File: config.mk
export PLATFORM = sky130hd
export DESIGN_NAME = qmn_fifo
export DESIGN_NICKNAME = d
export VERILOG_FILES = /design/src/hdl/quaternion_multiply_normalize_macros.svh /design/src/hdl/qmn_pkg.sv /design/src/hdl/qmn_fifo.sv
export SDC_FILE = /design/constraint.sdc
export NUM_CORES = 1
export LEC_CHECK = 0
export BUFFER_PORTS_ARGS = -buffer_cell sky130_fd_sc_hd__buf_2
export CELL_PAD_IN_SITES_DETAIL_PLACEMENT = 0
export CELL_PAD_IN_SITES_GLOBAL_PLACEMENT = 1
export CORE_MARGIN = 2
export CORE_UTILIZATION = 50
export DETAILED_ROUTE_END_ITERATION = 7
export PLACE_DENSITY_LB_ADDON = 0.12
export SLEW_MARGIN = 20
export SYNTH_ARGS = -nofsm -noshare
export SYNTH_HDL_FRONTEND = slang
export SYNTH_SLANG_ARGS = --single-unit
File: constraint.sdc
create_clock -name clk -period 6.65 [get_ports clk]
set_input_delay 1.33 -clock clk [delete_from_list [all_inputs] [get_ports clk]]
set_output_delay 1.33 -clock clk [all_outputs]
set_load 0.05 [all_outputs]
File: src/hdl/quaternion_multiply_normalize_macros.svh
// Assertion macros for the quaternion multiply-normalize RTL.
`ifndef QUATERNION_MULTIPLY_NORMALIZE_MACROS_SVH
`define QUATERNION_MULTIPLY_NORMALIZE_MACROS_SVH

// Same-cycle implication, sampled on clk and disabled while rst_n is low.
`define QMN_CHECK(label, ante, cons, msg) \
    label: assert property (@(posedge clk) disable iff (!rst_n) (ante) |-> (cons)) \
        else $error(msg);

// Next-cycle implication, sampled on clk and disabled while rst_n is low.
`define QMN_CHECK_NEXT(label, ante, cons, msg) \
    label: assert property (@(posedge clk) disable iff (!rst_n) (ante) |=> (cons)) \
        else $error(msg);

`endif

File: src/hdl/qmn_pkg.sv
// Shared types and constants for the quaternion multiply-normalize block.
package qmn_pkg;

    localparam int COMP_W      = 16;
    localparam int PROD_W      = 32;
    localparam int R_W         = 34;
    localparam int MAG_W       = 33;
    localparam int SUM_W       = 66;
    localparam int ROOT_W      = 33;
    localparam int REM_W       = 36;
    localparam int SQRT_STEPS  = 33;
    localparam int LANES       = 4;
    localparam int QUEUE_DEPTH = 4;
    localparam int QUEUE_PTR_W = 2;
    localparam int QUEUE_CNT_W = 3;

    typedef struct packed {
        logic [LANES-1:0]            neg;
        logic [LANES-1:0][MAG_W-1:0] mag;
        logic [SUM_W-1:0]            sum;
    } item_t;

endpackage

File: src/hdl/qmn_fifo.sv
// Short queue that decouples the front end from the back end.
module qmn_fifo (
    input  logic            clk,
    input  logic            rst_n,
    input  logic            in_valid,
    output logic            in_ready,
    input  qmn_pkg::item_t  in_item,
    output logic            out_valid,
    input  logic            out_ready,
    output qmn_pkg::item_t  out_item
);

    qmn_pkg::item_t                       entry_reg [qmn_pkg::QUEUE_DEPTH];
    logic [qmn_pkg::QUEUE_PTR_W-1:0]      wr_ptr_reg, rd_ptr_reg;
    logic [qmn_pkg::QUEUE_CNT_W-1:0]      count_reg, count_next;
    logic                                 push, pop;

    assign in_ready  = count_reg != qmn_pkg::QUEUE_CNT_W'(qmn_pkg::QUEUE_DEPTH);
    assign out_valid = count_reg != '0;
    assign push      = in_valid && in_ready;
    assign pop       = out_valid && out_ready;
    assign out_item  = entry_reg[rd_ptr_reg];

    always_comb
    begin
        count_next = count_reg;
        if (push && !pop)
        begin
            count_next = count_reg + 1'b1;
        end
        else if (pop && !push)
        begin
            count_next = count_reg - 1'b1;
        end
    end

    always_ff @(posedge clk or negedge rst_n)
    begin
        if (!rst_n)
        begin
            wr_ptr_reg <= '0;
            rd_ptr_reg <= '0;
            count_reg  <= '0;
        end
        else
        begin
            count_reg <= count_next;
            if (push)
            begin
                wr_ptr_reg <= wr_ptr_reg + 1'b1;
            end
            if (pop)
            begin
                rd_ptr_reg <= rd_ptr_reg + 1'b1;
            end
        end
    end

    always_ff @(posedge clk)
    begin
        if (push)
        begin
            entry_reg[wr_ptr_reg] <= in_item;
        end
    end

endmodule

# == Word level (Yosys, flattened, before mapping) ==
# Memories as Yosys holds them, arrays and structs flattened.
# Index checks and enable logic that the tools add are counted.
# totals
mem_count,1
elab_cells,21
register_bits,7
mem_bits_rw,808
output_inout_bits,204
# op_classes
muxes,4
add_sub_neg,4
reduce_logical,8
n_eq_ne,1
# mem_list
memory,words,word_bits,rd,rd_clocked_by_memory_dff,wr,line,source
entry_reg,4,202,1,0,1,qmn_fifo.sv:13,qmn_pkg::item_t entry_reg [qmn_pkg::QUEUE_DEPTH];
# ops
operator,n
$mux W3,2
$add A2 B1 Y2 const B,2
$logic_and A1 B1 Y1,4
$add A3 B1 Y3 const B,1
$ne A3 B3 Y1 const B,1
$reduce_bool A3 Y1,1
$sub A3 B1 Y3 const B,1
$logic_not A1 Y1,2
$mux W1,2
$reduce_bool A2 Y1,1

# == Logic depth before layout (Yosys ltp) ==
# Gate-level depths: netlist (run 1).
# depth
depth_word,6
ltp_mapped,8
ltp_nobuf,8

# == Least setup slack after synthesis (run 1) ==
# Ideal clock, no wire load.
# synth_timing
kind,input to register
start,input in_valid
end,"memory entry_reg[2][0] (netlist bit), enable pin"
cell_stages,2
path_buffers,0
slack_ps,-174
t_required_ps,6063
t_arrival_ps,6237
path_cell_list,a21boi_2 > and2_1
# synth_between
elab_chain_len,3
# synth_lines
item,line,source
"start, declared",qmn_fifo.sv:5,"input logic in_valid,"
$logic_and A1 B1 Y1,qmn_fifo.sv:20,assign push = in_valid && in_ready;
$mux W1,qmn_fifo.sv:61,if (push)
$mux W1 (implied by the code),qmn_fifo.sv:63,entry_reg[wr_ptr_reg] <= in_item;
"end, declared",qmn_fifo.sv:13,
# Every way passes these cells.

==> impl_metrics.csv, run 1 <==
group,metric,value,unit
outcome,status,"complete, no violations",
clock_tree,cts.clk_slew.worst_paths,60,ps
floorplanning,core_area,0.0587,sq mm
power,vdd_drop_max,417,uV
logic_synthesis,synthMuxAreaShare,15.5,%
sta,rsz0062_at_grt,"no",
logic_synthesis,syn-num-nets,1303,
sta,period_minus_slack,4350,ps
setup_path,critPathCaptureType,"output port",
placement,port_buffers,409,
sta,worst_slew_pin_slew,783,ps
finish,nets,1764,
logic_synthesis,synthCells,1091,
finish,final_cell_mix,"edfxtp_1 (808), buf_2 (409), mux4_2 (202), clkbuf_16 (83), clkinv_1 (20)",
grt,grt_max_degree,99,
floorplanning,io_pins,410,
logic_synthesis,synth-compound-area-share,0.0381,%
grt,antenna_found_initial,14,
setup_path,worstPathCellList,"buf_12 -> mux4_2 -> buf_2",
clock_tree,cts_buffer_depth,3,
min_path,hold_class,"flop to flop",
power,p_leak,12.0,nW
detailed_routing,drc_errors,0,
clock_tree,clk_latency,610,ps
detailed_routing,drtIter0Drc,628,
grt,overflow,0,
grt,grt_first_pass_wirelength,84.2,mm
logic_synthesis,synth-seq-cells,815,
sta,slew_viol_final,0,
sta,fmax,230,MHz
detailed_routing,routedWlPerCell,24.0,um
placement,dpl.hpwl,34.3,mm
sta,fin_setup_tns,0,ps
detailed_routing,first_pass_iters,4,
finish,area_growth,19.4,%
detailed_routing,vias,12900,
setup_path,cp_slowest_cell,"dfrtp_4",
finish,largest_reg_flops,808,
logic_synthesis,ys_warn_count,0,
setup_path,crit_arrival,3020,ps
logic_synthesis,synth_area,0.0296,sq mm
grt,grt_util_all_layers,18.9,%
detailed_routing,avgViaCountPerCell,5.40,
power,finalPower,18.8,mW
power,power.density,532,mW/mm^2
finish,final_common_cell,"edfxtp_1",
floorplanning,design.die.area,0.0611,sq mm
detailed_routing,ant_nets,0,
floorplanning,die_h,247,um
logic_synthesis,synth_xor_area_share,0.178,%
logic_synthesis,synth_top_family_by_area,"multiplexers",
floorplanning,rows,89,
finish,n_fill_cell,4179,
detailed_routing,finalWirelength,57.4,mm
clock_tree,ctsResizeCount,0,
clock_tree,clock_sinks,815,
flow_run,drv_cap,0,
setup_path,path_buf_inv,2,
setup_path,critPathKind,"flop to output port",
sta,skew,14.6,ps
detailed_routing,route.met2.wl,28.6,mm
finish,drive_above_1_share,46.7,%
logic_synthesis,yosysSeqAreaShare,82.7,%
logic_synthesis,synth_simple_gate_area_share,0.174,%
clock_tree,cts_root_buf,"clkbuf_16",
logic_synthesis,synth.avg_cell_area,27.1,sq um
setup_path,slowest_delay,850,ps
sta,fin_crit_sh,65.5,%
floorplanning,dieWidth,247,um
setup_path,cp_data_required_time,5320,ps
floorplanning,start_util,50.4,%
setup_path,critPathLaunchType,"flop",
sta,setup_viol,0,
setup_path,critPathTopFamily,"flip-flops",
detailed_routing,wl_met3,4.30,mm
placement,finalWeightedCongestion,0.706,
clock_tree,h-tree-depth,3,
sta,timing.slew.headroom,47.8,%
setup_path,path_max_fanout,81,
clock_tree,cts-hold-fix-buffers,0,
clock_tree,cts_tree,"yes",
detailed_routing,top_layer,"met5",
clock_tree,cts_buffers,81,
grt,grt_pass1_vias,13400,
logic_synthesis,synth_fa_ha_area_share,0.279,%
detailed_routing,met1_length,23.4,mm
clock_tree,cts_setup_buffers,0,
logic_synthesis,synthDistinctLibCells,18,
sta,hold_viol,0,
-- cells in the mapped netlist --
cell type  number  area (sq um)
edfxtp_1      808         24300
mux4_2        202          4550
buf_2          23           115
buf_6          19           214
dfrtp_1         7           175
ha_1            5          62.6
and2_1          4          25.0
clkbuf_1        4          15.0
xnor2_1         4          35.0
inv_1           3          11.3
mux2_2          2          22.5
nand2_1         2          7.51
nor2_1          2          7.51
xor2_1          2          17.5
a21boi_2        1          11.3
fa_1            1          20.0
nand3_1         1          5.00
or3_1           1          6.26
-- per-stage QoR --
step	cell area (sq um)	worst slack, ps	hold WS, ps	std cells	util, %
global placement	32500	2830	513	2240	55.4
global route	35300	2060	544	2391	60.2
finish	35300	2300	539	2392	60.2
floorplan	29600	2090	493	1091	-
CTS	35300	2160	515	2389	60.1
detailed placement	32600	2840	538	2242	55.5
-- final timing paths --
path                            slack [ps]               end  cells after the start           from
worst max-delay path                  2300     out_item[114]                      3  rd_ptr_reg[0]
worst min-delay path                   540      count_reg[2]                      1   count_reg[2]
worst max register to register        4050  entry_reg[0][73]                      5   count_reg[0]
worst min register to register         540      count_reg[2]                      1   count_reg[2]
max in group asynchronous             5920     rd_ptr_reg[1]                      1          rst_n
min in group asynchronous              550      count_reg[2]                      1          rst_n
-- power by group --
group          total (mW)  switching (mW)  internal, mW
logic                7.05            5.02          2.03
registers            7.10           0.314          6.78
clock network        4.62            1.84          2.79
-- routing by layer --
layer  GRT usage (%)  vias to the layer above
met5               0                        -
li1                -                     5679
met2            30.1                      310
met3            6.27                       89
met1            25.0                     6818
met4            5.58                       22
-- cell families (layout without fill, tap and decap cells) --
logic type	Yosys count	in the layout
simple gates	10	10
buf+inv	49	574
xor+xnor	6	6
flops	815	815
other cells	0	3
fa+ha+maj	6	6
compound gates	1	1
mux	204	204
-- area by class of cell --
type | instances | area, sq um | area share (%)
antenna | 3 | 7.51 | 0.0213
clock buffer | 91 | 2110 | 5.97
clock inverter | 56 | 634 | 1.80
inverter | 3 | 11.3 | 0.0319
multi-input combinational | 227 | 4780 | 13.5
sequential | 815 | 24400 | 69.2
tap | 773 | 967 | 2.74
timing repair buffer | 424 | 2350 | 6.66
Power figures use the tool's default switching activity.
==> inputs of run 2 (changes only) <==
--- a/config.mk
+++ b/config.mk
@@ -5,11 +5,12 @@
 export SDC_FILE = /design/constraint.sdc
 export NUM_CORES = 1
 export LEC_CHECK = 0
+export ABC_AREA = 1
 export BUFFER_PORTS_ARGS = -buffer_cell sky130_fd_sc_hd__buf_2
 export CELL_PAD_IN_SITES_DETAIL_PLACEMENT = 0
 export CELL_PAD_IN_SITES_GLOBAL_PLACEMENT = 1
 export CORE_MARGIN = 2
-export CORE_UTILIZATION = 50
+export CORE_UTILIZATION = 48
 export DETAILED_ROUTE_END_ITERATION = 7
 export PLACE_DENSITY_LB_ADDON = 0.12
 export SLEW_MARGIN = 20
==> constraint.sdc (replaced) <==
create_clock -name clk -period 4.15 [get_ports clk]
set_input_delay 0.83 -clock clk [delete_from_list [all_inputs] [get_ports clk]]
set_output_delay 0.83 -clock clk [all_outputs]
set_load 0.05 [all_outputs]
==> impl_metrics.csv, run 2 <==
group,metric,value,unit
outcome,status,"complete, no violations",
logic_synthesis,yosysSeqAreaShare,74.6,%
setup_path,path_buf_inv,3,
logic_synthesis,ys_warn_count,0,
power,p_leak,15.2,nW
finish,n_fill_cell,5483,
finish,area_growth,16.0,%
min_path,hold_class,"input pin to flop",
floorplanning,rows,95,
clock_tree,cts_root_buf,"clkbuf_16",
setup_path,ff2ff_setup_slack,1880,ps
logic_synthesis,ys_top_cells_by_count,"edfxtp_1 (808), nand2_1 (624), inv_1 (417)",
clock_tree,h-tree-depth,3,
sta,fmax,279,MHz
setup_path,critPathTopFamily,"buffers and inverters",
sta,period_minus_slack,3590,ps
detailed_routing,routedWlPerCell,18.7,um
sta,fin_crit_sh,86.5,%
grt,grt_pass1_vias,18100,
floorplanning,design.die.area,0.0704,sq mm
setup_path,worstPathCellList,"inv_16 -> buf_12 -> o211ai_1 -> nand2_1 -> buf_2",
detailed_routing,ant_nets,0,
setup_path,cp_data_required_time,3320,ps
clock_tree,cts_tree,"yes",
power,finalPower,32.2,mW
placement,finalWeightedCongestion,0.757,
grt,grt_util_all_layers,19.8,%
finish,final_common_cell,"edfxtp_1",
grt,grt_max_degree,186,
clock_tree,clk_latency,640,ps
logic_synthesis,synthDistinctLibCells,18,
floorplanning,io_pins,410,
grt,grt_first_pass_wirelength,106,mm
clock_tree,cts_setup_buffers,0,
detailed_routing,finalWirelength,70.2,mm
finish,utilization,56.4,%
setup_path,critPathCaptureType,"output port",
logic_synthesis,yosysMostFrequentCell,"edfxtp_1",
power,vdd_drop_max,542,uV
setup_path,critPathKind,"flop to output port",
logic_synthesis,syn-num-nets,2628,
power,power.density,846,mW/mm^2
finish,nets,3019,
sta,timing.slew.headroom,33.0,%
detailed_routing,drtIter0Drc,1091,
logic_synthesis,synth_flop_cell,"edfxtp_1",
sta,skew,18.5,ps
flow_run,drv_cap,0,
setup_path,path_max_fanout,185,
detailed_routing,avgViaCountPerCell,5.00,
logic_synthesis,synth-seq-cells,815,
setup_path,critPathLaunchType,"flop",
logic_synthesis,yosys.area.top_type,"edfxtp_1",
finish,largest_reg_flops,808,
logic_synthesis,synth_edf_count,808,
grt,antenna_found_initial,29,
placement,dpl.hpwl,41.1,mm
finish,final_cell_mix,"edfxtp_1 (808), nand2_1 (623), inv_1 (417), buf_2 (409), o211ai_1 (404)",
floorplanning,die_h,265,um
detailed_routing,drc_errors,0,
logic_synthesis,synth.avg_cell_area,13.6,sq um
sta,slew_viol_final,0,
sta,worst_slew_pin_slew,1010,ps
min_path,min_from,"in_item[161]",
detailed_routing,vias,18800,
logic_synthesis,synthCells,2416,
setup_path,ff2ff_path_depth,5,
logic_synthesis,synth_async_sr_flop_share,0.859,%
setup_path,slowest_delay,500,ps
setup_path,timing.rr.end,"entry_reg[2][25]",
floorplanning,start_util,48.6,%
logic_synthesis,synth_area_leaders,"edfxtp_1 (74%), o211ai_1 (9.3%), nand2_1 (7.1%), inv_1 (4.8%), buf_6 (3.0%)",
setup_path,cp_slowest_cell,"dfrtp_1",
finish,drive_above_1_share,19.8,%
sta,rsz0062_at_grt,"no",
min_path,hold_depth,1,
setup_path,crit_arrival,2760,ps
clock_tree,clock_sinks,815,
placement,port_buffers,409,
floorplanning,core_area,0.0674,sq mm
clock_tree,cts_buffer_depth,3,
floorplanning,dieWidth,265,um
sta,setup_viol,0,
sta,hold_viol,0,
clock_tree,cts_buffers,85,
min_path,worstHoldEndpoint,"entry_reg[1][161]",
grt,overflow,0,
detailed_routing,first_pass_iters,5,
clock_tree,cts.clk_slew.worst_paths,60,ps
logic_synthesis,synth_area,0.0328,sq mm
setup_path,rr_startpoint,"count_reg[0]",
logic_synthesis,yosysTopAreaCellShare,74.1,%
[run 2: cell types whose count changed in the layout (fill, tap and decap cells not counted), moves of 6 or more]
cell,delta
diode_2,+13
nand2_1,+621
buf_4,+10
o211ai_1,+404
mux4_2,-202
clkbuf_16,+6
inv_1,+414
[run 2: how the worst max path moves through the flow]
stage / start / endpoint / cells after the start
2_1_floorplan: in_valid / entry_reg[0][0] / 2
3_3_place_gp: rd_ptr_reg[0] / out_item[81] / 5
3_5_place_dp: rd_ptr_reg[0] / out_item[79] / 5
4_1_cts: rd_ptr_reg[0] / out_item[76] / 5
5_1_grt: rd_ptr_reg[0] / out_item[79] / 6
6_report: rd_ptr_reg[0] / out_item[97] / 5
[run 2: area by class of cell]
cell class,instances,area (sq um),share of cell area (%)
flip-flops and latches,815,24400,64.3
multi-input cells,1048,5580,14.7
repair buffers,438,2480,6.52
clock buffers,100,2270,5.97
inverters,419,1590,4.19
well taps,873,1090,2.87
clock inverters,55,522,1.37
diodes,16,40.0,0.105
[run 2: stage by stage]
| step | instances | hold slack, ps | area, sq um | setup slack, ps | TNS [ps] |
|---|---|---|---|---|---|
| floorplan | 2416 | 482 | 32800 | -217 | -163890 |
| global placement | 3592 | 500 | 35200 | 1280 | 0 |
| detailed placement | 3592 | 524 | 35200 | 1250 | 0 |
| CTS | 3748 | 362 | 38000 | 559 | 0 |
| global route | 3760 | 380 | 38000 | 366 | 0 |
| finish | 3764 | 409 | 38000 | 562 | 0 |
[run 2: logic make-up after synthesis]
kind of cell               count (synthesis)  share of synthesized area [%]
DFF                                      815                           74.6
and+or+nand+nor                          636                           7.32
buffers and inverters                    553                           8.53
AOI/OAI and AO/OA                        405                           9.27
adders and majority gates                  6                          0.252
xor gates and xnor gates                   1                         0.0267
[run 2: power by group]
| group | leakage (nW) | total [mW] | internal [mW] | switching (mW) |
|---|---|---|---|---|
| clock | 1.36 | 7.50 | 4.46 | 3.04 |
| combinational | 6.36 | 13.5 | 2.82 | 10.7 |
| sequential | 7.49 | 11.1 | 10.8 | 0.333 |
[run 2: layer usage]
layer,global-route usage [%],vias to the layer above,wire (um)
met3,5.71,144,4370
li1,-,9285,-
met4,7.10,24,2070
met1,24.3,8984,28500
met2,33.7,398,35100
met5,0,-,149
[run 2: repair_timing]
| action | 4_1_cts | 5_1_grt |
|---|---|---|
| gates resized for setup | 0 | 0 |
| endpoints found under the hold margin | 5 | 0 |
| hold buffers | 1 | 0 |
==> inputs of run 3 (changes only) <==
--- a/config.mk
+++ b/config.mk
@@ -5,12 +5,11 @@
 export SDC_FILE = /design/constraint.sdc
 export NUM_CORES = 1
 export LEC_CHECK = 0
-export ABC_AREA = 1
 export BUFFER_PORTS_ARGS = -buffer_cell sky130_fd_sc_hd__buf_2
 export CELL_PAD_IN_SITES_DETAIL_PLACEMENT = 0
 export CELL_PAD_IN_SITES_GLOBAL_PLACEMENT = 1
 export CORE_MARGIN = 2
-export CORE_UTILIZATION = 48
+export CORE_UTILIZATION = 50
 export DETAILED_ROUTE_END_ITERATION = 7
 export PLACE_DENSITY_LB_ADDON = 0.12
 export SLEW_MARGIN = 20
==> impl_metrics.csv, run 3 (synthesized netlist as in run 1, its figures left out) <==
group,metric,value,unit
outcome,status,"complete, no violations",
clock_tree,ctsResizeCount,0,
sta,fin_crit_sh,81.9,%
sta,timing.slew.headroom,46.3,%
clock_tree,cts_buffers,82,
floorplanning,start_util,50.4,%
sta,worst_slack,750,ps
detailed_routing,drtIter0Drc,924,
power,power.density,842,mW/mm^2
sta,worst_slew_pin_slew,805,ps
sta,rsz0062_at_grt,"no",
finish,final_cells,2414,
floorplanning,core_area,0.0587,sq mm
finish,area_growth,19.2,%
grt,grt_max_degree,76,
finish,final_common_cell,"edfxtp_1",
placement,placed_cells_incl_taps,2260,
sta,skew,20.2,ps
power,finalPower,29.7,mW
floorplanning,io_pins,410,
finish,drive_above_1_share,46.5,%
placement,finalWeightedCongestion,0.741,
setup_path,path_max_fanout,54,
setup_path,ff2ff_setup_slack,1810,ps
clock_tree,cts_buffer_depth,3,
grt,grt_util_all_layers,19.6,%
detailed_routing,routedWlPerCell,24.3,um
setup_path,cp_data_required_time,3320,ps
placement,port_buffers,409,
grt,grt_first_pass_wirelength,87.0,mm
setup_path,rr_startpoint,"count_reg[0]",
finish,largest_reg_flops,808,
detailed_routing,first_pass_iters,4,
clock_tree,cts-hold-fix-buffers,0,
detailed_routing,drc_errors,0,
grt,antenna_found_initial,16,
floorplanning,die_h,247,um
clock_tree,clock_sinks,815,
sta,timing.hold.ws,59.4,ps
grt,overflow,0,
floorplanning,dieWidth,247,um
floorplanning,rows,89,
min_path,hold_class,"input pin to asynchronous set/reset pin",
power,p_leak,11.9,nW
sta,fin_setup_tns,0,ps
detailed_routing,vias,13200,
clock_tree,cts_setup_buffers,0,
sta,hold_viol,0,
detailed_routing,avgViaCountPerCell,5.47,
finish,final_cell_mix,"edfxtp_1 (808), buf_2 (409), mux4_2 (202), clkbuf_16 (84), clkbuf_1 (22)",
power,vdd_drop_max,502,uV
setup_path,critPathCaptureType,"output port",
setup_path,critPathLaunchType,"flop",
setup_path,crit_arrival,2570,ps
clock_tree,cts.clk_slew.worst_paths,60,ps
grt,grt_pass1_vias,13700,
finish,nets,1783,
sta,setup_viol,0,
detailed_routing,ant_nets,0,
setup_path,ff2ff_path_depth,4,
setup_path,critPathKind,"flop to output port",
flow_run,drv_cap,0,
floorplanning,design.die.area,0.0611,sq mm
clock_tree,cts_tree,"yes",
clock_tree,cts_root_buf,"clkbuf_16",
clock_tree,clk_latency,600,ps
detailed_routing,finalWirelength,58.7,mm
clock_tree,h-tree-depth,3,
setup_path,timing.rr.end,"entry_reg[2][137]",
sta,fmax,294,MHz
sta,period_minus_slack,3400,ps
placement,dpl_worst_slack,1290,ps
setup_path,crit_start,"rd_ptr_reg[0]",
sta,slew_viol_final,0,
placement,dpl.hpwl,36.4,mm
## run 3: where the power goes
part	internal, mW	switching (mW)	leakage [nW]
logic	3.38	8.21	3.25
registers	10.9	0.411	7.48
clock network	3.95	2.85	1.22
total	18.2	11.5	11.9
## run 3: metrics by stage
| step | utilization (%) | instance area [sq um] |
|---|---|---|
| global route | 60.0 | 35200 |
| floorplan | - | 29600 |
| CTS | 60.0 | 35200 |
| global placement | 55.8 | 32700 |
| detailed placement | 55.8 | 32700 |
| finish | 60.1 | 35300 |
## run 3: worst max-delay path by stage
stage | endpoint | slack [ps] | cells past startpoint
after floorplan | entry_reg[0][0] | 90 | 2
after global placement | out_item[158] | 1320 | 3
after detailed placement | out_item[176] | 1290 | 3
after CTS | out_item[176] | 620 | 3
after global routing | out_item[166] | 550 | 3
final | out_item[166] | 750 | 3
## run 3: critical path, stage by stage, from the launching register on
cell	delay (ps)
dfrtp_4	640
buf_12	430
mux4_2	590
buf_2	230
## run 3: final cells by class
cell class	instances	area [sq um]
Antenna cell	10	25.0
Clock buffer	106	2180
Clock inverter	38	292
Fill cell	4194	23400
Inverter	3	11.3
Multi-Input combinational cell	227	4780
Sequential cell	815	24400
Tap cell	773	967
Timing Repair Buffer	442	2540
## run 3: layer usage
metal / GRT usage (%) / wire length [um]
met2: 30.4 / 29100
met5: 0 / 94
met4: 5.83 / 1240
met1: 26.7 / 23500
met3: 6.43 / 4810
